[config.mk]
export PLATFORM = sky130hd
export DESIGN_NAME = printf_integer_field_formatter
export DESIGN_NICKNAME = d
export VERILOG_FILES = /design/src/hdl/pifmt_pkg.sv /design/src/hdl/pifmt_bcd.sv /design/src/hdl/printf_integer_field_formatter.sv
export SDC_FILE = /design/constraint.sdc
export NUM_CORES = 1
export LEC_CHECK = 0
export CELL_PAD_IN_SITES_DETAIL_PLACEMENT = 1
export CELL_PAD_IN_SITES_GLOBAL_PLACEMENT = 1
export CORE_MARGIN = 2
export CORE_UTILIZATION = 49
export CTS_CLUSTER_DIAMETER = 80
export CTS_CLUSTER_SIZE = 25
export DETAILED_ROUTE_END_ITERATION = 7
export DONT_BUFFER_PORTS = 1
export PLACE_DENSITY = 0.84
export SKIP_LAST_GASP = 1
export SYNTH_ARGS = -nofsm -noshare
export SYNTH_HDL_FRONTEND = slang
export SYNTH_HIERARCHICAL = 1
export SYNTH_SLANG_ARGS = --single-unit
[constraint.sdc]
create_clock -name clock -period 7.2 [get_ports clock]
set_input_delay 0.36 -clock clock [delete_from_list [all_inputs] [get_ports clock]]
set_output_delay 0.36 -clock clock [all_outputs]
set_load 0.01 [all_outputs]
[src/hdl/pifmt_pkg.sv]
package pifmt_pkg;

   localparam int MAX_FIELD  = 64;
   localparam int PREC_MAX   = MAX_FIELD - 2;
   localparam int CNT_W      = $clog2(MAX_FIELD + 1);
   localparam int PREC_W     = $clog2(PREC_MAX + 1);
   localparam int VALUE_W    = 32;
   localparam int DEC_DIGITS = 10;
   localparam int HEX_DIGITS = VALUE_W / 4;
   localparam int BCD_W      = 4 * DEC_DIGITS;
   localparam int NDIG_W     = $clog2(DEC_DIGITS + 1);
   localparam int STEP_W     = $clog2(VALUE_W);

   localparam logic [1:0] OP_SIGNED_DEC   = 2'd0;
   localparam logic [1:0] OP_UNSIGNED_DEC = 2'd1;
   localparam logic [1:0] OP_HEX_LOWER    = 2'd2;
   localparam logic [1:0] OP_HEX_UPPER    = 2'd3;

   localparam logic [7:0] CHAR_NUL     = 8'h00;
   localparam logic [7:0] CHAR_SPACE   = 8'h20;
   localparam logic [7:0] CHAR_PLUS    = 8'h2B;
   localparam logic [7:0] CHAR_MINUS   = 8'h2D;
   localparam logic [7:0] CHAR_ZERO    = 8'h30;
   localparam logic [7:0] CHAR_UPPER_A = 8'h41;
   localparam logic [7:0] CHAR_UPPER_X = 8'h58;
   localparam logic [7:0] CHAR_LOWER_A = 8'h61;
   localparam logic [7:0] CHAR_LOWER_X = 8'h78;

   typedef enum logic [2:0] {
      ST_IDLE,
      ST_CONVERT,
      ST_NORM,
      ST_SIZE,
      ST_BOUND,
      ST_EMIT
   } state_type;

   function automatic logic [7:0] digit_char(input logic [3:0] d, input logic upper);
      logic [7:0] base;
      base = upper ? CHAR_UPPER_A : CHAR_LOWER_A;
      if (d < 4'd10) begin
         digit_char = CHAR_ZERO + {4'd0, d};
      end else begin
         digit_char = base + {4'd0, d} - 8'd10;
      end
   endfunction

endpackage

[src/hdl/pifmt_bcd.sv]
module pifmt_bcd (
   input  logic                          clock,
   input  logic                          reset,
   input  logic                          start,
   input  logic [pifmt_pkg::VALUE_W-1:0] binary,
   output logic                          done,
   output logic [pifmt_pkg::BCD_W-1:0]   bcd
);
   import pifmt_pkg::*;

   logic [VALUE_W-1:0] bin_ff;
   logic [BCD_W-1:0]   bcd_ff;
   logic [BCD_W-1:0]   adj;
   logic [STEP_W-1:0]  step_ff;
   logic               busy_ff;
   logic               done_ff;

   always_comb begin
      for (int i = 0; i < DEC_DIGITS; i++) begin
         if (bcd_ff[4*i +: 4] >= 4'd5) begin
            adj[4*i +: 4] = bcd_ff[4*i +: 4] + 4'd3;
         end else begin
            adj[4*i +: 4] = bcd_ff[4*i +: 4];
         end
      end
   end

   always_ff @(posedge clock) begin
      if (reset) begin
         busy_ff <= 1'b0;
         done_ff <= 1'b0;
         step_ff <= '0;
      end else begin
         done_ff <= 1'b0;
         if (start) begin
            busy_ff <= 1'b1;
            step_ff <= '0;
         end else if (busy_ff) begin
            step_ff <= step_ff + 1'b1;
            if (step_ff == STEP_W'(VALUE_W - 1)) begin
               busy_ff <= 1'b0;
               done_ff <= 1'b1;
            end
         end
      end
   end

   always_ff @(posedge clock) begin
      if (start) begin
         bin_ff <= binary;
         bcd_ff <= '0;
      end else if (busy_ff) begin
         bin_ff <= {bin_ff[VALUE_W-2:0], 1'b0};
         bcd_ff <= {adj[BCD_W-2:0], bin_ff[VALUE_W-1]};
      end
   end

   assign done = done_ff;
   assign bcd  = bcd_ff;

endmodule

[src/hdl/printf_integer_field_formatter.sv]
// Integer field formatter for printf-style d, u, x and X conversions.
// An item enters on the req_ channel with its conversion kind, value, flags,
// field width and precision. The formatted text leaves on the rsp_ channel,
// one ASCII character per item, with rsp_last set on the final character.
// A field that yields no characters gives a single item with character 0,
// rsp_empty_res and rsp_last set.
// One item is formatted at a time; req_stall is high from acceptance until
// the last character has been loaded into the output register.
// Decimal items pass through a bit-serial binary to BCD converter, then
// leading zero digits are shifted out one at a time (up to 9); hex items
// skip the converter and shift out up to 7 leading zero digits. The ST_SIZE
// and ST_BOUND states then size the field, and one character is emitted per
// cycle unless rsp_stall holds a pending item in the output register.
// When the receiver raises rsp_stall, the output register holds its item and
// emission pauses. Reset is synchronous and returns the block to idle with
// the output channel empty.
module printf_integer_field_formatter (
   input  logic                          clock,
   input  logic                          reset,
   input  logic                          req_valid,
   output logic                          req_stall,
   input  logic [1:0]                    req_operation,
   input  logic [31:0]                   req_value,
   input  logic                          req_flag_minus,
   input  logic                          req_flag_plus,
   input  logic                          req_flag_space,
   input  logic                          req_flag_zero,
   input  logic                          req_flag_hash,
   input  logic [6:0]                    req_field_width,
   input  logic signed [6:0]             req_min_digits,
   output logic                          rsp_valid,
   input  logic                          rsp_stall,
   output logic [7:0]                    rsp_character,
   output logic                          rsp_empty_res,
   output logic                          rsp_last
);
   import pifmt_pkg::*;

   state_type state_ff, state_in;

   logic                 accept;
   logic                 slot_free;
   logic                 emit;
   logic                 emit_last;
   logic                 bcd_start;
   logic                 bcd_done;
   logic [BCD_W-1:0]     bcd_value;
   logic [VALUE_W-1:0]   mag;
   logic                 is_dec;

   logic [BCD_W-1:0]     dig_ff;
   logic [NDIG_W-1:0]    nd_ff;
   logic [NDIG_W-1:0]    ndig_ff;
   logic                 minus_ff;
   logic                 upper_ff;
   logic                 zero_ff;
   logic                 mag_zero_ff;
   logic                 prec_given_ff;
   logic [PREC_W-1:0]    prec_ff;
   logic [1:0]           prelen_ff;
   logic [7:0]           pre0_ff;
   logic [7:0]           pre1_ff;
   logic [CNT_W-1:0]     width_ff;
   logic [CNT_W-1:0]     zpad_ff;
   logic [CNT_W-1:0]     b1_ff, b2_ff, b3_ff, b4_ff, total_ff;
   logic [CNT_W-1:0]     k_ff;

   logic [NDIG_W-1:0]    ndig_c;
   logic [CNT_W-1:0]     zpad_c;
   logic [CNT_W-1:0]     lead_c;
   logic [CNT_W-1:0]     body_c;
   logic [CNT_W-1:0]     spad_c;
   logic [CNT_W-1:0]     b1_c;
   logic [7:0]           char_c;

   logic                 rsp_valid_ff;
   logic [7:0]           rsp_character_ff;
   logic                 rsp_empty_res_ff;
   logic                 rsp_last_ff;

   assign accept    = req_valid && !req_stall;
   assign slot_free = !rsp_valid_ff || !rsp_stall;
   assign is_dec    = (req_operation == OP_SIGNED_DEC) || (req_operation == OP_UNSIGNED_DEC);
   assign mag       = ((req_operation == OP_SIGNED_DEC) && req_value[VALUE_W-1]) ?
                      (~req_value + 1'b1) : req_value;
   assign bcd_start = accept && is_dec;

   pifmt_bcd u_bcd (
      .clock  (clock),
      .reset  (reset),
      .start  (bcd_start),
      .binary (mag),
      .done   (bcd_done),
      .bcd    (bcd_value)
   );

   always_ff @(posedge clock) begin
      if (reset) begin
         state_ff <= ST_IDLE;
      end else begin
         state_ff <= state_in;
      end
   end

   always_comb begin
      state_in  = state_ff;
      req_stall = 1'b1;
      emit      = 1'b0;
      case (state_ff)
         ST_IDLE: begin
            req_stall = 1'b0;
            if (req_valid) begin
               state_in = is_dec ? ST_CONVERT : ST_NORM;
            end
         end
         ST_CONVERT: begin
            if (bcd_done) begin
               state_in = ST_NORM;
            end
         end
         ST_NORM: begin
            if (!(dig_ff[BCD_W-1 -: 4] == 4'd0 && nd_ff > NDIG_W'(1))) begin
               state_in = ST_SIZE;
            end
         end
         ST_SIZE: begin
            state_in = ST_BOUND;
         end
         ST_BOUND: begin
            state_in = ST_EMIT;
         end
         ST_EMIT: begin
            emit = slot_free;
            if (slot_free && emit_last) begin
               state_in = ST_IDLE;
            end
         end
         default: begin
            state_in = ST_IDLE;
         end
      endcase
   end

   assign ndig_c = (prec_given_ff && prec_ff == '0 && mag_zero_ff) ? '0 : nd_ff;
   assign lead_c = CNT_W'(ndig_c) + CNT_W'(prelen_ff);

   always_comb begin
      if (prec_given_ff && CNT_W'(prec_ff) > CNT_W'(ndig_c)) begin
         zpad_c = CNT_W'(prec_ff) - CNT_W'(ndig_c);
      end else if (zero_ff && !minus_ff && width_ff > lead_c) begin
         zpad_c = width_ff - lead_c;
      end else begin
         zpad_c = '0;
      end
   end

   assign body_c = CNT_W'(prelen_ff) + zpad_ff + CNT_W'(ndig_ff);
   assign spad_c = (width_ff > body_c) ? (width_ff - body_c) : '0;
   assign b1_c   = minus_ff ? '0 : spad_c;

   assign emit_last = (total_ff == '0) || (k_ff + 1'b1 == total_ff);

   always_comb begin
      if (total_ff == '0) begin
         char_c = CHAR_NUL;
      end else if (k_ff < b1_ff) begin
         char_c = CHAR_SPACE;
      end else if (k_ff < b2_ff) begin
         char_c = (k_ff == b1_ff) ? pre0_ff : pre1_ff;
      end else if (k_ff < b3_ff) begin
         char_c = CHAR_ZERO;
      end else if (k_ff < b4_ff) begin
         char_c = digit_char(dig_ff[BCD_W-1 -: 4], upper_ff);
      end else begin
         char_c = CHAR_SPACE;
      end
   end

   always_ff @(posedge clock) begin
      if (accept) begin
         mag_zero_ff   <= (req_value == '0);
         minus_ff      <= req_flag_minus;
         upper_ff      <= (req_operation == OP_HEX_UPPER);
         prec_given_ff <= !req_min_digits[6];
         zero_ff       <= req_flag_zero && req_min_digits[6];
         if (req_min_digits[5:0] > 6'(PREC_MAX)) begin
            prec_ff <= PREC_W'(PREC_MAX);
         end else begin
            prec_ff <= PREC_W'(req_min_digits[5:0]);
         end
         if (req_field_width > 7'(MAX_FIELD)) begin
            width_ff <= CNT_W'(MAX_FIELD);
         end else begin
            width_ff <= CNT_W'(req_field_width);
         end
         prelen_ff <= 2'd0;
         pre0_ff   <= CHAR_ZERO;
         pre1_ff   <= (req_operation == OP_HEX_UPPER) ? CHAR_UPPER_X : CHAR_LOWER_X;
         if (req_operation == OP_SIGNED_DEC) begin
            if (req_value[VALUE_W-1]) begin
               prelen_ff <= 2'd1;
               pre0_ff   <= CHAR_MINUS;
            end else if (req_flag_plus) begin
               prelen_ff <= 2'd1;
               pre0_ff   <= CHAR_PLUS;
            end else if (req_flag_space) begin
               prelen_ff <= 2'd1;
               pre0_ff   <= CHAR_SPACE;
            end
         end else if (!is_dec && req_flag_hash && req_value != '0) begin
            prelen_ff <= 2'd2;
         end
         dig_ff <= {mag, {(BCD_W - VALUE_W){1'b0}}};
         nd_ff  <= NDIG_W'(HEX_DIGITS);
      end else if (state_ff == ST_CONVERT && bcd_done) begin
         dig_ff <= bcd_value;
         nd_ff  <= NDIG_W'(DEC_DIGITS);
      end else if (state_ff == ST_NORM) begin
         if (dig_ff[BCD_W-1 -: 4] == 4'd0 && nd_ff > NDIG_W'(1)) begin
            dig_ff <= {dig_ff[BCD_W-5:0], 4'd0};
            nd_ff  <= nd_ff - 1'b1;
         end
      end else if (state_ff == ST_SIZE) begin
         ndig_ff <= ndig_c;
         zpad_ff <= zpad_c;
      end else if (state_ff == ST_BOUND) begin
         b1_ff    <= b1_c;
         b2_ff    <= b1_c + CNT_W'(prelen_ff);
         b3_ff    <= b1_c + CNT_W'(prelen_ff) + zpad_ff;
         b4_ff    <= body_c + b1_c;
         total_ff <= body_c + spad_c;
         k_ff     <= '0;
      end else if (emit) begin
         k_ff <= k_ff + 1'b1;
         if (k_ff >= b3_ff && k_ff < b4_ff) begin
            dig_ff <= {dig_ff[BCD_W-5:0], 4'd0};
         end
      end
   end

   always_ff @(posedge clock) begin
      if (reset) begin
         rsp_valid_ff <= 1'b0;
      end else if (emit) begin
         rsp_valid_ff <= 1'b1;
      end else if (!rsp_stall) begin
         rsp_valid_ff <= 1'b0;
      end
   end

   always_ff @(posedge clock) begin
      if (emit) begin
         rsp_character_ff <= char_c;
         rsp_empty_res_ff <= (total_ff == '0);
         rsp_last_ff      <= emit_last;
      end
   end

   assign rsp_valid     = rsp_valid_ff;
   assign rsp_character = rsp_character_ff;
   assign rsp_empty_res = rsp_empty_res_ff;
   assign rsp_last      = rsp_last_ff;

endmodule

; ---- Word level (Yosys, flattened, before mapping)
; Cells that the tools add are included.
[totals]
reg_bits = 226
inputBits = 57
out_inout_bits = 12
wordCells = 224
[op_classes]
n_addsub = 27
order_cmp = 22
n_eq_ne = 21
n_mux = 60
bitwise = 7
n_reduce_logical = 52
[ops]
columns = operator, n
row1 = $mux W40, 8
row2 = $mux W32, 3
row3 = $ge A4 B3 Y1 const B, 10
row4 = $mux W4, 10
row5 = $mux W8, 5
row6 = $add A4 B2 Y4 const B, 9
row7 = $mux W7, 5
row8 = $add A32 B1 Y32 const B, 1
row9 = $logic_not A32 Y1, 1
row10 = $not A32 Y32, 1
row11 = $reduce_bool A32 Y1, 1
row12 = $lt A7 B7 Y1, 4
row13 = $add A7 B7 Y7, 3
row14 = $reduce_and A5 Y1, 4
row15 = $mux W6, 3
row16 = $pmux W3 S6, 1
row17 = $logic_and A1 B1 Y1, 15
row18 = $mux W3, 5
row19 = $mux W5, 3
row20 = $eq A7 B7 Y1, 2
row21 = $mux W2, 6
row22 = $mux W1, 11
row23 = $add A7 B4 Y8, 1
row24 = $ne A4 B4 Y1 const B, 2
row25 = other kinds (47), 75

; ---- Depth between registers and ports, before layout
; Gate-level depths: netlist of run 1.
[logic_depth]
ltp_word = 9
mapped_depth = 27
depth_no_buf = 24

; ---- Hierarchy
; Netlist of run 1, hierarchy kept.
[by_module_without_submodules]
columns = module, n_inst, cells_per_inst, area_per_inst_um2, seq_area_each_um2
row1 = printf_integer_field_formatter, 1, 917, 9178.8, 3893.7
row2 = pifmt_bcd, 1, 395, 4066.4, 1901.8

; ---- Worst setup path before layout of run 1
; OpenSTA, ideal clock, no wires.
[synth_path]
kind = register -> register
start = reg prelen_ff[1]
end = reg b3_ff[6] (data pin)
setup_ns = 0.259
arrival_time_ns = 5.773
required_time_ns = 6.941
setup_slack_ns = 1.167
path_stages_with_launch = 25
n_path_buf = 3
period_less_slack_ns = 6.033
path_cell_list = edfxtp_1 > fa_1 > ha_1 > a21o_1 > a21oi_1 > nor2b_1 > o21ai_0 > xor2_1 > ha_1 > clkbuf_1 > and4_1 > a21oi_1 > mux2i_1 > or4_1 > clkbuf_1 > buf_2 > nor2_1 > fa_1 > fa_1 > a21o_1 > a21oi_1 > o21bai_1 > a21oi_1 > xor2_1 > xnor2_1
[synth_via]
elab_chain_cells = 7
word_cells_on_any_way = 8
classes_between = 5 x add/sub / 1 x order compare / 2 x mux
[synth_lines]
columns = item, line
row1 = "start, declared", printf_integer_field_formatter.sv:60  ; logic [1:0] prelen_ff;
row2 = "start signal, assigned", printf_integer_field_formatter.sv:196  ; prelen_ff <= 2'd0;
row3 = "start signal, assigned", printf_integer_field_formatter.sv:201  ; prelen_ff <= 2'd1;
row4 = "start signal, assigned", printf_integer_field_formatter.sv:204  ; prelen_ff <= 2'd1;
row5 = $add A2 B7 Y7 (*), printf_integer_field_formatter.sv:157  ; assign body_c = CNT_W'(prelen_ff) + zpad_ff + CNT_W'(ndig_ff);
row6 = $add A7 B4 Y7 (*), printf_integer_field_formatter.sv:157
row7 = $sub A7 B7 Y7 or $gt A7 B7 Y1 (tied branches), printf_integer_field_formatter.sv:158  ; assign spad_c = (width_ff > body_c) ? (width_ff - body_c) : '0;
row8 = $mux W7 (*), printf_integer_field_formatter.sv:158
row9 = $mux W7 (*), printf_integer_field_formatter.sv:159  ; assign b1_c = minus_ff ? '0 : spad_c;
row10 = named net b1_c[1], printf_integer_field_formatter.sv:73  ; logic [CNT_W-1:0] b1_c;
row11 = $add A7 B2 Y7 (*), printf_integer_field_formatter.sv:229  ; b3_ff <= b1_c + CNT_W'(prelen_ff) + zpad_ff;
row12 = $add A7 B7 Y7 (*), printf_integer_field_formatter.sv:229
row13 = "end signal, assigned", printf_integer_field_formatter.sv:229
row14 = "end, declared", printf_integer_field_formatter.sv:65  ; logic [CNT_W-1:0] b1_ff, b2_ff, b3_ff, b4_ff, total_ff;
; Mark *: on every way through the listed nets, which the timed path passes. The rest lies on a longest branch.
; A chain may end at the register's enable or synchronous reset.

; ---- Worst setup path in the final report of run 1
[layout_path]
start = reg prelen_ff[1]
end = reg b3_ff[6] (data pin)
[layout_via]
elab_chain_cells = 7
word_cells_on_any_way = 8
classes_between = 5 x add/sub / 1 x order compare / 2 x mux
[layout_lines]
columns = item, line
row1 = $add A2 B7 Y7, printf_integer_field_formatter.sv:157
row2 = $add A7 B4 Y7, printf_integer_field_formatter.sv:157
row3 = $gt A7 B7 Y1, printf_integer_field_formatter.sv:158
row4 = $mux W7, printf_integer_field_formatter.sv:158
row5 = $mux W7, printf_integer_field_formatter.sv:159
row6 = named net b1_c[0], printf_integer_field_formatter.sv:73
row7 = $add A7 B2 Y7, printf_integer_field_formatter.sv:229
row8 = $add A7 B7 Y7, printf_integer_field_formatter.sv:229
; The timed path passes the listed nets, and every way through them passes these cells.

==> impl_metrics.tcl, run 1 <==
set metrics [dict create \
    sequential_cell_area_mm2 0.005797 \
    die_span_y_um 168.4 \
    time_the_worst_path_needs_with_i_o_delays_and_setup_ns 6.531 \
    clk_root_buffer_cell "sky130_fd_sc_hd__clkbuf_16" \
    route.detailed.wl_per_inst_um 20.71 \
    arrival_ns 6.77 \
    timing.setup.tns_ns 0 \
    grt_overflow 0 \
    grtUsageTotal_pct 24.12 \
    setup_viol_count_final 0 \
    power.density_cell_area_mw_per_mm2 277.9 \
    cts-htree-levels 1 \
    crit_path_start_kind "register" \
    crit_path_end_kind "register" \
    mostFrequentLayoutCells "sky130_fd_sc_hd__edfxtp_1 (151), sky130_fd_sc_hd__nand2_1 (102), sky130_fd_sc_hd__inv_1 (101)" \
    setup_ws_ns 0.6689 \
    core_mm2 0.02673 \
    placement_rows 60 \
    final_min_period_over_clock_period_pct 90.71 \
    total_leakage_power_nw 5.398 \
    global_route_wire_length_before_repair_um 54710 \
    syn_inst 1312 \
    gp_routability_congestion 0.8625 \
    crit_path_max_fanout 14 \
    clock_tree_from_tritoncts "yes" \
    layout.cells.most_common "sky130_fd_sc_hd__edfxtp_1" \
    synth.cell_area_mm2 0.01325 \
    hold_class "input port to register" \
    total_clock_buffers_created_by_cts 15 \
    place.detailed.instances 1601 \
    insertion_delay_ns 0.50 \
    diodes 0 \
    async_flop_share_pct 0 \
    antenna_violating_nets_post_route 0 \
    synth-warning-count 6 \
    worst_slew_pin_slew_ns 1.227 \
    num-nets-final 1450 \
    postRouteWirelength_um 33860 \
    max-slew-margin-rel_pct 17.33 \
    combined_area_of_the_multi_input_logic_cells_mm2 0.006830 \
    die_w_um 168.4 \
    synthesized_area_per_cell_um2 10.10 \
    yosys_most_used_dff "sky130_fd_sc_hd__edfxtp_1" \
    synth_seq_area_share_pct 43.76 \
    timing.clock.skew_ns 0.03334 \
    fmax_ghz 0.1531 \
    grt_setup_unrepaired "no" \
    grt_start_max_net_pins 88 \
    grt_pass1_vias 10210 \
    hold_violation_total_from_the_final_report 0 \
    placement.setup.worst_slack_ns 0.4232 \
    finish.cell_count_without_fillers 1635 \
    net_count_after_synthesis 1476 \
    port_buffers 0 \
    vdd_drop_max_v 0.0002187 \
    cts.sinks 214 \
    die-area_mm2 0.02836 \
    drive_above_1_share_pct 7.883 \
    post_drt_via_cell_ratio 5.966 \
    drt_drc_violations_left 0 \
    path_clk_slew_ns 0.10 \
    cap_viol_max_count 0 \
    cp.required_ns 7.44 \
    vias 9754 \
    detailedPlacementHpwl_um 24840 \
    iteration_0_drc_count_of_the_detailed_router 745 \
    floorplan.initialDensity_pct 49.56 \
    pin_count 69 \
    area_growth_pct 6.660 \
    fillers 2954 \
    synth_enable_flop_cells 151 \
    timing.setup.critical_path_class "register to register" \
    cts_buffer_depth 3 \
    result_of_the_run "completed" \
    detail_route.first_pass.iterations 5 \
    antenna_found_initial 1 \
    total_power_consumption_w 0.003925 \
    synth.lib_cells_used.distinct 80 \
    number_of_synthesized_register_bits 214 \
    maxSlewViolCount 0 \
]
==> synth_stat cells, drive strengths merged, types with 32 or more instances <==
cell type / instances / share of area [%]
a21oi: 91 / 3.4
inv: 102 / 2.9
xnor2: 52 / 3.4
dfxtp: 63 / 9.5
nor2: 99 / 2.8
xor2: 36 / 2.5
o21ai: 87 / 3.3
clkbuf: 34 / 0.96
ha: 96 / 9.1
nand2: 102 / 2.9
edfxtp: 151 / 34
mux2i: 32 / 2.4
==> final cells by class <==
class                           count  share of cell area (%)
Inverter                          102                   2.710
Sequential cell                   214                   41.03
Tap cell                          341                   3.020
Clock buffer                       15                   2.657
Clock inverter                     10                   1.222
Multi-Input combinational cell    937                   48.35
Timing Repair Buffer               16                   1.010
==> report_power, final <==
part	total [W]	internal, W	switching, W
registers	0.00174	0.00155	0.000191
logic	0.00120	0.000493	0.000706
clock network	0.000982	0.000510	0.000472
==> worst paths after layout <==
check	from	to	slack (ns)	cells after the start
min	req_operation[1]	pre1_ff[5]$_DFFE_PP_	0.04	1
max reg2reg	prelen_ff[1]$_SDFFCE_PN0P_	b3_ff[6]$_DFFE_PP_	0.67	22
min reg2reg	dig_ff[1]$_SDFFE_PP0P_	dig_ff[1]$_SDFFE_PP0P_	0.48	2
max	prelen_ff[1]$_SDFFCE_PN0P_	b3_ff[6]$_DFFE_PP_	0.67	22
==> timing repair <==
action                     4_1_cts  5_1_grt
hold endpoints to repair        12        0
setup endpoints to repair        0        1
buffers inserted                 0        0
resized for setup                0        2
hold buffers                     9        0
==> flip-flops by register name, indices dropped and copies added, names as in the netlist, 2 cells and up <==
| register | count |
|---|---|
| nd_ff | 4 |
| dig_ff | 40 |
| pre0_ff | 4 |
| b2_ff | 7 |
| total_ff | 7 |
| b1_ff | 7 |
| ndig_ff | 4 |
| state_ff | 3 |
| rsp_character | 7 |
| u_bcd/bcd | 40 |
| b3_ff | 7 |
| k_ff | 7 |
| zpad_ff | 7 |
| prelen_ff | 2 |
| width_ff | 7 |
| b4_ff | 7 |
| u_bcd/bin_ff | 32 |
| u_bcd/step_ff | 5 |
| prec_ff | 6 |
==> logic make-up (layout without fill, tap and decap cells) <==
group	Yosys count	after routing	synth area share, %
AOI/OAI and AO/OA	302	302	14.78
xor gates and xnor gates	92	92	6.650
adders and majority gates	107	107	10.73
buffers and inverters	161	143	4.874
DFF	214	214	43.76
muxes	63	63	5.054
other	1	1	0.02831
and+or+nand+nor	372	372	14.12
==> critical path: stages, from the launching register on <==
cell and delay [ns]:
sky130_fd_sc_hd__edfxtp_1 0.55, sky130_fd_sc_hd__fa_1 0.52, sky130_fd_sc_hd__ha_1 0.24, sky130_fd_sc_hd__a21o_1 0.19
sky130_fd_sc_hd__a21oi_1 0.23, sky130_fd_sc_hd__nor2b_1 0.08, sky130_fd_sc_hd__o21ai_0 0.21, sky130_fd_sc_hd__xor2_1 0.38
sky130_fd_sc_hd__ha_1 0.42, sky130_fd_sc_hd__and4_1 0.23, sky130_fd_sc_hd__a21oi_1 0.16, sky130_fd_sc_hd__mux2i_1 0.10
sky130_fd_sc_hd__or4_4 0.60, sky130_fd_sc_hd__nor2_1 0.23, sky130_fd_sc_hd__ha_1 0.22, sky130_fd_sc_hd__fa_1 0.48
sky130_fd_sc_hd__fa_1 0.45, sky130_fd_sc_hd__a21o_1 0.18, sky130_fd_sc_hd__a21oi_1 0.24, sky130_fd_sc_hd__o21bai_1 0.11
sky130_fd_sc_hd__a21oi_1 0.18, sky130_fd_sc_hd__xor2_1 0.18, sky130_fd_sc_hd__xnor2_1 0.08
==> layer usage <==
metal  wire length [um]  part of all wire, %  GRT usage (%)
met1              15470                   46          32.88
met2              15750                   47          40.35
met3               2020                  6.0          4.560
met4                618                  1.8          4.835
met5                  0                    0              0
==> stage by stage <==
step	util, %	area, um2	hold WS (ns)
finish	52.86	14130	0.04144
global route	52.86	14130	0.03894
CTS	52.84	14120	0.03007
detailed placement	50.45	13480	0.4328
global placement	50.45	13480	0.4313
floorplan	-	13250	0.4291
(Power assumes the default switching activity.)
==> inputs of run 2 (changes only) <==
--- a/config.mk
+++ b/config.mk
@@ -5,6 +5,7 @@
 export SDC_FILE = /design/constraint.sdc
 export NUM_CORES = 1
 export LEC_CHECK = 0
+export ABC_AREA = 1
 export CELL_PAD_IN_SITES_DETAIL_PLACEMENT = 1
 export CELL_PAD_IN_SITES_GLOBAL_PLACEMENT = 1
 export CORE_MARGIN = 2
@@ -13,7 +14,7 @@
 export CTS_CLUSTER_SIZE = 25
 export DETAILED_ROUTE_END_ITERATION = 7
 export DONT_BUFFER_PORTS = 1
-export PLACE_DENSITY = 0.84
+export PLACE_DENSITY = 0.86
 export SKIP_LAST_GASP = 1
 export SYNTH_ARGS = -nofsm -noshare
 export SYNTH_HDL_FRONTEND = slang
==> impl_metrics.tcl, run 2 <==
set metrics [dict create \
    clock_tree_from_tritoncts "yes" \
    post_drt_via_cell_ratio 5.606 \
    grt_setup_unrepaired "no" \
    place.detailed.instances 1877 \
    power.share.combinational_pct 44.0 \
    async_flop_share_pct 0 \
    synthesized_area_per_cell_um2 8.371 \
    synth_top_area_cell "sky130_fd_sc_hd__edfxtp_1" \
    crit_path_max_fanout 6 \
    seq_power_share_pct 37.5 \
    vias 10710 \
    setup_viol_count_final 0 \
    crit_path_start_kind "register" \
    net_count_after_synthesis 1736 \
    top_area_cells_in_the_synthesized_netlist "sky130_fd_sc_hd__edfxtp_1 (34%), sky130_fd_sc_hd__nand2_1 (11%), sky130_fd_sc_hd__dfxtp_1 (9.6%), sky130_fd_sc_hd__ha_1 (9.1%), sky130_fd_sc_hd__inv_1 (6.0%)" \
    insertion_delay_ns 0.50 \
    time_the_worst_path_needs_with_i_o_delays_and_setup_ns 6.324 \
    die_span_y_um 167.9 \
    die-area_mm2 0.02818 \
    arrival_ns 6.59 \
    route.detailed.wl_per_inst_um 18.83 \
    cts_buffer_depth 3 \
    synth.lib_cells_used.distinct 54 \
    vdd_drop_max_v 0.0002184 \
    grt_start_max_net_pins 55 \
    timing.setup.tns_ns 0 \
    die_w_um 167.9 \
    grt_overflow 0 \
    final_min_period_over_clock_period_pct 87.83 \
    core_mm2 0.02621 \
    total_clock_buffers_created_by_cts 15 \
    placement_rows 59 \
    layout.cells.most_common "sky130_fd_sc_hd__nand2_1" \
    drt_drc_violations_left 0 \
    synth_enable_flop_cells 151 \
    hold_ws_ns 0.03705 \
    gp_routability_congestion 0.8867 \
    synth.most_common_cell "sky130_fd_sc_hd__nand2_1" \
    cts-htree-levels 1 \
    port_buffers 0 \
    setup_ws_ns 0.8761 \
    synth_largest_type_area_fraction_pct 34.46 \
    antenna_violating_nets_post_route 0 \
    placement.setup.worst_slack_ns 0.9481 \
    cts.sinks 214 \
    clk_root_buffer_cell "sky130_fd_sc_hd__clkbuf_16" \
    global_route_wire_length_before_repair_um 58320 \
    yosys_most_used_dff "sky130_fd_sc_hd__edfxtp_1" \
    cp.required_ns 7.46 \
    post_synth_most_frequent_cells "sky130_fd_sc_hd__nand2_1 (400), sky130_fd_sc_hd__inv_1 (212), sky130_fd_sc_hd__edfxtp_1 (151)" \
    fmax_ghz 0.1581 \
    result_of_the_run "completed" \
    grtUsageTotal_pct 25.66 \
    antenna_found_initial 0 \
    timing.setup.critical_path_class "register to register" \
    detail_route.first_pass.iterations 5 \
    drive_above_1_share_pct 5.330 \
    mostFrequentLayoutCells "sky130_fd_sc_hd__nand2_1 (399), sky130_fd_sc_hd__inv_1 (212), sky130_fd_sc_hd__edfxtp_1 (151)" \
    path_clk_slew_ns 0.10 \
    area_growth_pct 6.865 \
    power.density_cell_area_mw_per_mm2 358.1 \
    iteration_0_drc_count_of_the_detailed_router 676 \
    pin_count 69 \
    cap_viol_max_count 0 \
    clkPwrFrac_pct 18.5 \
    crit_path_end_kind "register" \
    detailedPlacementHpwl_um 26790 \
    netSwitchingFraction_pct 41.60 \
    grt_pass1_vias 11430 \
    internal_power_w 0.002941 \
    total_leakage_power_nw 6.383 \
    finish.cell_count_without_fillers 1911 \
    hold_violation_total_from_the_final_report 0 \
    synth-warning-count 6 \
    diodes 0 \
    power.switching_w 0.002094 \
    hold_class "input port to register" \
    syn_inst 1572 \
    postRouteWirelength_um 35990 \
    synth.cell_area_mm2 0.01316 \
    num-nets-final 1732 \
    synth_seq_area_share_pct 44.04 \
    number_of_synthesized_register_bits 214 \
    post_cts_resized 0 \
    floorplan.initialDensity_pct 50.21 \
    worst_slew_pin_slew_ns 1.139 \
    timing.clock.skew_ns 0.02197 \
    maxSlewViolCount 0 \
    max-slew-margin-rel_pct 24.05 \
]
[run 2: changes by cell type after synthesis, sizes merged, moves of 25 or more]
cell   before  now
nand2     102  410
inv       102  218
nand3      29  103
nor2       99  134
xnor2      52   20
mux2       31    0
mux2i      32    4
a21oi      91   66
[run 2: power groups by stage]
| stage | clock (W) | sequential, W | combinational [W] |
|---|---|---|---|
| after global routing | 0.000985 | 0.00191 | 0.00248 |
| after detailed placement | 0 | 0.00191 | 0.00217 |
| final | 0.000934 | 0.00189 | 0.00222 |
| after CTS | 0.000952 | 0.00189 | 0.00221 |
| after global placement | 0 | 0.00190 | 0.00202 |
| after floorplan | 0 | 0.00186 | 0.00160 |
[run 2: kinds of logic (layout without fill, tap and decap cells)]
group                      count (synthesis)  in the layout  share of synthesized area, %
and+or+nand+nor                          703            703                         23.32
buffers and inverters                    258            262                         7.702
AOI/OAI and AO/OA                        216            216                         9.033
DFF                                      214            214                         44.04
adders and majority gates                107            107                         10.80
xor gates and xnor gates                  69             69                         4.764
muxes                                      4              4                        0.3043
other                                      1              1                       0.02850
[run 2: area by class of cell]
cell class,instances,area [um2]
clock buffers,16,379.1
clock inverters,9,123.9
fillers,3133,12140
inverters,219,824.5
multi-input cells,1100,6362
flip-flops and latches,214,5796
well taps,335,419.2
repair buffers,18,157.7
[run 2: repair_timing]
action	in CTS	in global routing
buffers inserted	0	0
setup endpoints to repair	0	0
hold buffers	9	0
hold endpoints to repair	14	0
[run 2: per-layer routing]
layer | vias up | global-route usage, % | part of all wire, %
li1 | 5174 | - | -
met3 | 60 | 3.385 | 4.3
met5 | - | 0 | 0
met1 | 5252 | 33.30 | 45
met4 | 0 | 6.881 | 2.5
met2 | 228 | 45.22 | 48
[run 2: final timing paths]
| path | start | end | slack, ns | depth (start not counted) |
|---|---|---|---|---|
| worst min-delay path | req_value[0] | u_bcd/bin_ff[0]$_SDFFCE_PN0P_ | 0.04 | 2 |
| worst min register to register | u_bcd/step_ff[3]$_SDFFE_PP0P_ | u_bcd/step_ff[3]$_SDFFE_PP0P_ | 0.47 | 1 |
| worst max-delay path | prelen_ff[1]$_SDFFCE_PN0P_ | b3_ff[6]$_DFFE_PP_ | 0.88 | 27 |
| worst max register to register | prelen_ff[1]$_SDFFCE_PN0P_ | b3_ff[6]$_DFFE_PP_ | 0.88 | 27 |
[run 2: per-stage QoR]
step | total power [W] | area (um2) | utilization [%]
after CTS | 0.005047 | 14060 | 53.66
after floorplan | 0.003459 | 13160 | -
after global placement | 0.003921 | 13470 | 51.40
final | 0.005035 | 14060 | 53.66
after detailed placement | 0.004080 | 13470 | 51.40
after global routing | 0.005379 | 14060 | 53.66
[run 2: critical path: stages (launching register included)]
cell and delay [ns]:
sky130_fd_sc_hd__edfxtp_1 0.53, sky130_fd_sc_hd__fa_1 0.55, sky130_fd_sc_hd__ha_1 0.18, sky130_fd_sc_hd__inv_1 0.06
sky130_fd_sc_hd__fa_1 0.40, sky130_fd_sc_hd__xnor2_1 0.35, sky130_fd_sc_hd__inv_1 0.09, sky130_fd_sc_hd__ha_1 0.36
sky130_fd_sc_hd__nand2_1 0.09, sky130_fd_sc_hd__nor3_1 0.15, sky130_fd_sc_hd__nor2_1 0.11, sky130_fd_sc_hd__o21ai_2 0.16
sky130_fd_sc_hd__nand2_2 0.10, sky130_fd_sc_hd__nand2_8 0.10, sky130_fd_sc_hd__nand2_4 0.08, sky130_fd_sc_hd__nor2_1 0.15
sky130_fd_sc_hd__inv_1 0.09, sky130_fd_sc_hd__nor2_1 0.39, sky130_fd_sc_hd__fa_1 0.58, sky130_fd_sc_hd__fa_1 0.48
sky130_fd_sc_hd__a21o_1 0.20, sky130_fd_sc_hd__a21oi_1 0.22, sky130_fd_sc_hd__o21ai_0 0.13, sky130_fd_sc_hd__a21o_1 0.18
sky130_fd_sc_hd__xor2_1 0.17, sky130_fd_sc_hd__inv_1 0.06, sky130_fd_sc_hd__nand3_1 0.08, sky130_fd_sc_hd__nand2_1 0.05
==> inputs of run 3 (changes only) <==
--- a/config.mk
+++ b/config.mk
@@ -14,7 +14,7 @@
 export CTS_CLUSTER_SIZE = 25
 export DETAILED_ROUTE_END_ITERATION = 7
 export DONT_BUFFER_PORTS = 1
-export PLACE_DENSITY = 0.86
+export PLACE_DENSITY_LB_ADDON = 0.1
 export SKIP_LAST_GASP = 1
 export SYNTH_ARGS = -nofsm -noshare
 export SYNTH_HDL_FRONTEND = slang
==> impl_metrics.tcl, run 3 (synthesized netlist as in run 2, its figures left out) <==
set metrics [dict create \
    rr_endpoint "b3_ff[6]$_DFFE_PP_" \
    power.density_cell_area_mw_per_mm2 352.9 \
    timing.setup.tns_ns 0 \
    core_mm2 0.02621 \
    fmax_ghz 0.1596 \
    cap_viol_max_count 0 \
    finish.cell_count_without_fillers 1911 \
    mostFrequentLayoutCells "sky130_fd_sc_hd__nand2_1 (399), sky130_fd_sc_hd__inv_1 (211), sky130_fd_sc_hd__edfxtp_1 (151)" \
    total_leakage_power_nw 6.370 \
    crit_path_end_kind "register" \
    die-area_mm2 0.02818 \
    diodes 0 \
    vdd_drop_max_v 0.0001426 \
    die_w_um 167.9 \
    clock_tree_from_tritoncts "yes" \
    detailedPlacementHpwl_um 25670 \
    cpMaxStageDelayCell "sky130_fd_sc_hd__fa_1" \
    timing.clock.skew_ns 0.01788 \
    worst_slew_pin_slew_ns 1.188 \
    fillers 3170 \
    antenna_found_initial 1 \
    gp_routability_congestion 0.8671 \
    postCtsSetupBuffers 0 \
    route.detailed.wl_per_inst_um 17.81 \
    postRouteWirelength_um 34030 \
    crit_path_start_kind "register" \
    die_span_y_um 167.9 \
    clk_root_buffer_cell "sky130_fd_sc_hd__clkbuf_16" \
    hold_violation_total_from_the_final_report 0 \
    cts_buffer_depth 3 \
    instance_area_at_placement_mm2 0.01347 \
    insertion_delay_ns 0.49 \
    grt_setup_unrepaired "no" \
    total_clock_buffers_created_by_cts 15 \
    hold_end "zero_ff$_DFFE_PP_" \
    cp.required_ns 7.44 \
    cts-htree-levels 1 \
    drive_above_1_share_pct 5.393 \
    grtUsageTotal_pct 24.40 \
    antenna_violating_nets_post_route 0 \
    hold_path_startpoint "req_min_digits[6]" \
    cp_slowest_stage_delay_ns 0.57 \
    grt_start_max_net_pins 55 \
    setup.reg_to_reg.worst_slack_ns 0.93 \
    area_growth_pct 6.713 \
    floorplan.initialDensity_pct 50.21 \
    timing.setup.critical_path_class "register to register" \
    cts_hold_buf 9 \
    pin_count 69 \
    max-slew-margin-rel_pct 20.82 \
    detail_route.first_pass.iterations 5 \
    grt_overflow 0 \
    arrival_ns 6.51 \
    placement_rows 59 \
    global_route_wire_length_before_repair_um 56080 \
    iteration_0_drc_count_of_the_detailed_router 595 \
    port_buffers 0 \
    path_clk_slew_ns 0.08 \
    maxSlewViolCount 0 \
    post_drt_via_cell_ratio 5.474 \
    cts.sinks 214 \
    drt_drc_violations_left 0 \
    crit_path_max_fanout 6 \
    fin_area_mm2 0.01404 \
    num-nets-final 1732 \
    setup_viol_count_final 0 \
    result_of_the_run "completed" \
    post_cts_resized 0 \
    place.detailed.instances 1877 \
    setup_ws_ns 0.9338 \
    final_min_period_over_clock_period_pct 87.03 \
    vias 10460 \
    layout.cells.most_common "sky130_fd_sc_hd__nand2_1" \
    time_the_worst_path_needs_with_i_o_delays_and_setup_ns 6.266 \
    startpoint_of_the_worst_register_to_register_path "prelen_ff[1]$_SDFFCE_PN0P_" \
    hold_class "input port to register" \
    worstHoldPathCells 2 \
    rr_worst_depth 27 \
    grt_pass1_vias 10930 \
    placement.setup.worst_slack_ns 0.9496 \
    postLayoutCoreUtil_pct 53.58 \
]
==> run 3: worst max path at each step <==
stage                               startpoint                  to
finish              prelen_ff[1]$_SDFFCE_PN0P_  b3_ff[6]$_DFFE_PP_
global route        prelen_ff[1]$_SDFFCE_PN0P_  b3_ff[6]$_DFFE_PP_
CTS                 prelen_ff[1]$_SDFFCE_PN0P_  b3_ff[6]$_DFFE_PP_
detailed placement  prelen_ff[1]$_SDFFCE_PN0P_  b3_ff[6]$_DFFE_PP_
global placement    prelen_ff[1]$_SDFFCE_PN0P_  b3_ff[6]$_DFFE_PP_
floorplan           prelen_ff[1]$_SDFFCE_PN0P_  b3_ff[6]$_DFFE_PP_
==> run 3: where the power goes <==
group | internal, W | total, W | leakage [nW] | switching [W]
sequential | 0.00174 | 0.00188 | 1.91 | 0.000138
combinational | 0.000745 | 0.00219 | 4.22 | 0.00145
clock | 0.000424 | 0.000882 | 0.237 | 0.000457
==> run 3: area by class of cell <==
class | count | area [um2] | share of cell area [%]
clock inverters | 7 | 70.07 | 0.4990
repair buffers | 18 | 157.7 | 1.123
multi-input cells | 1100 | 6367 | 45.34
flip-flops and latches | 214 | 5796 | 41.27
inverters | 219 | 824.5 | 5.872
well taps | 335 | 419.2 | 2.985
clock buffers | 18 | 407.9 | 2.905
==> run 3: critical path: cells and delay by family (launching register included) <==
kind	cells	cell delay [ns]
compound gates	5	0.83
buf+inv	4	0.30
flops	1	0.54
xor+xnor	2	0.54
simple gates	10	1.26
fa+ha+maj	6	2.53
==> run 3: routing by layer <==
layer	vias to the layer above	share of wire (%)	global-route usage (%)
li1	5165	-	-
met1	5122	49	34.56
met2	144	46	41.02
met3	29	3.6	2.962
met4	0	1.3	3.932
met5	-	0	0
==> run 3: per-stage QoR <==
| step | total power, W | hold slack [ns] |
|---|---|---|
| 2_1_floorplan | 0.003459 | 0.4215 |
| 3_3_place_gp | 0.003965 | 0.4324 |
| 3_5_place_dp | 0.004086 | 0.4347 |
| 4_1_cts | 0.004997 | 0.02983 |
| 5_1_grt | 0.005331 | 0.03986 |
| 6_report | 0.004956 | 0.04978 |
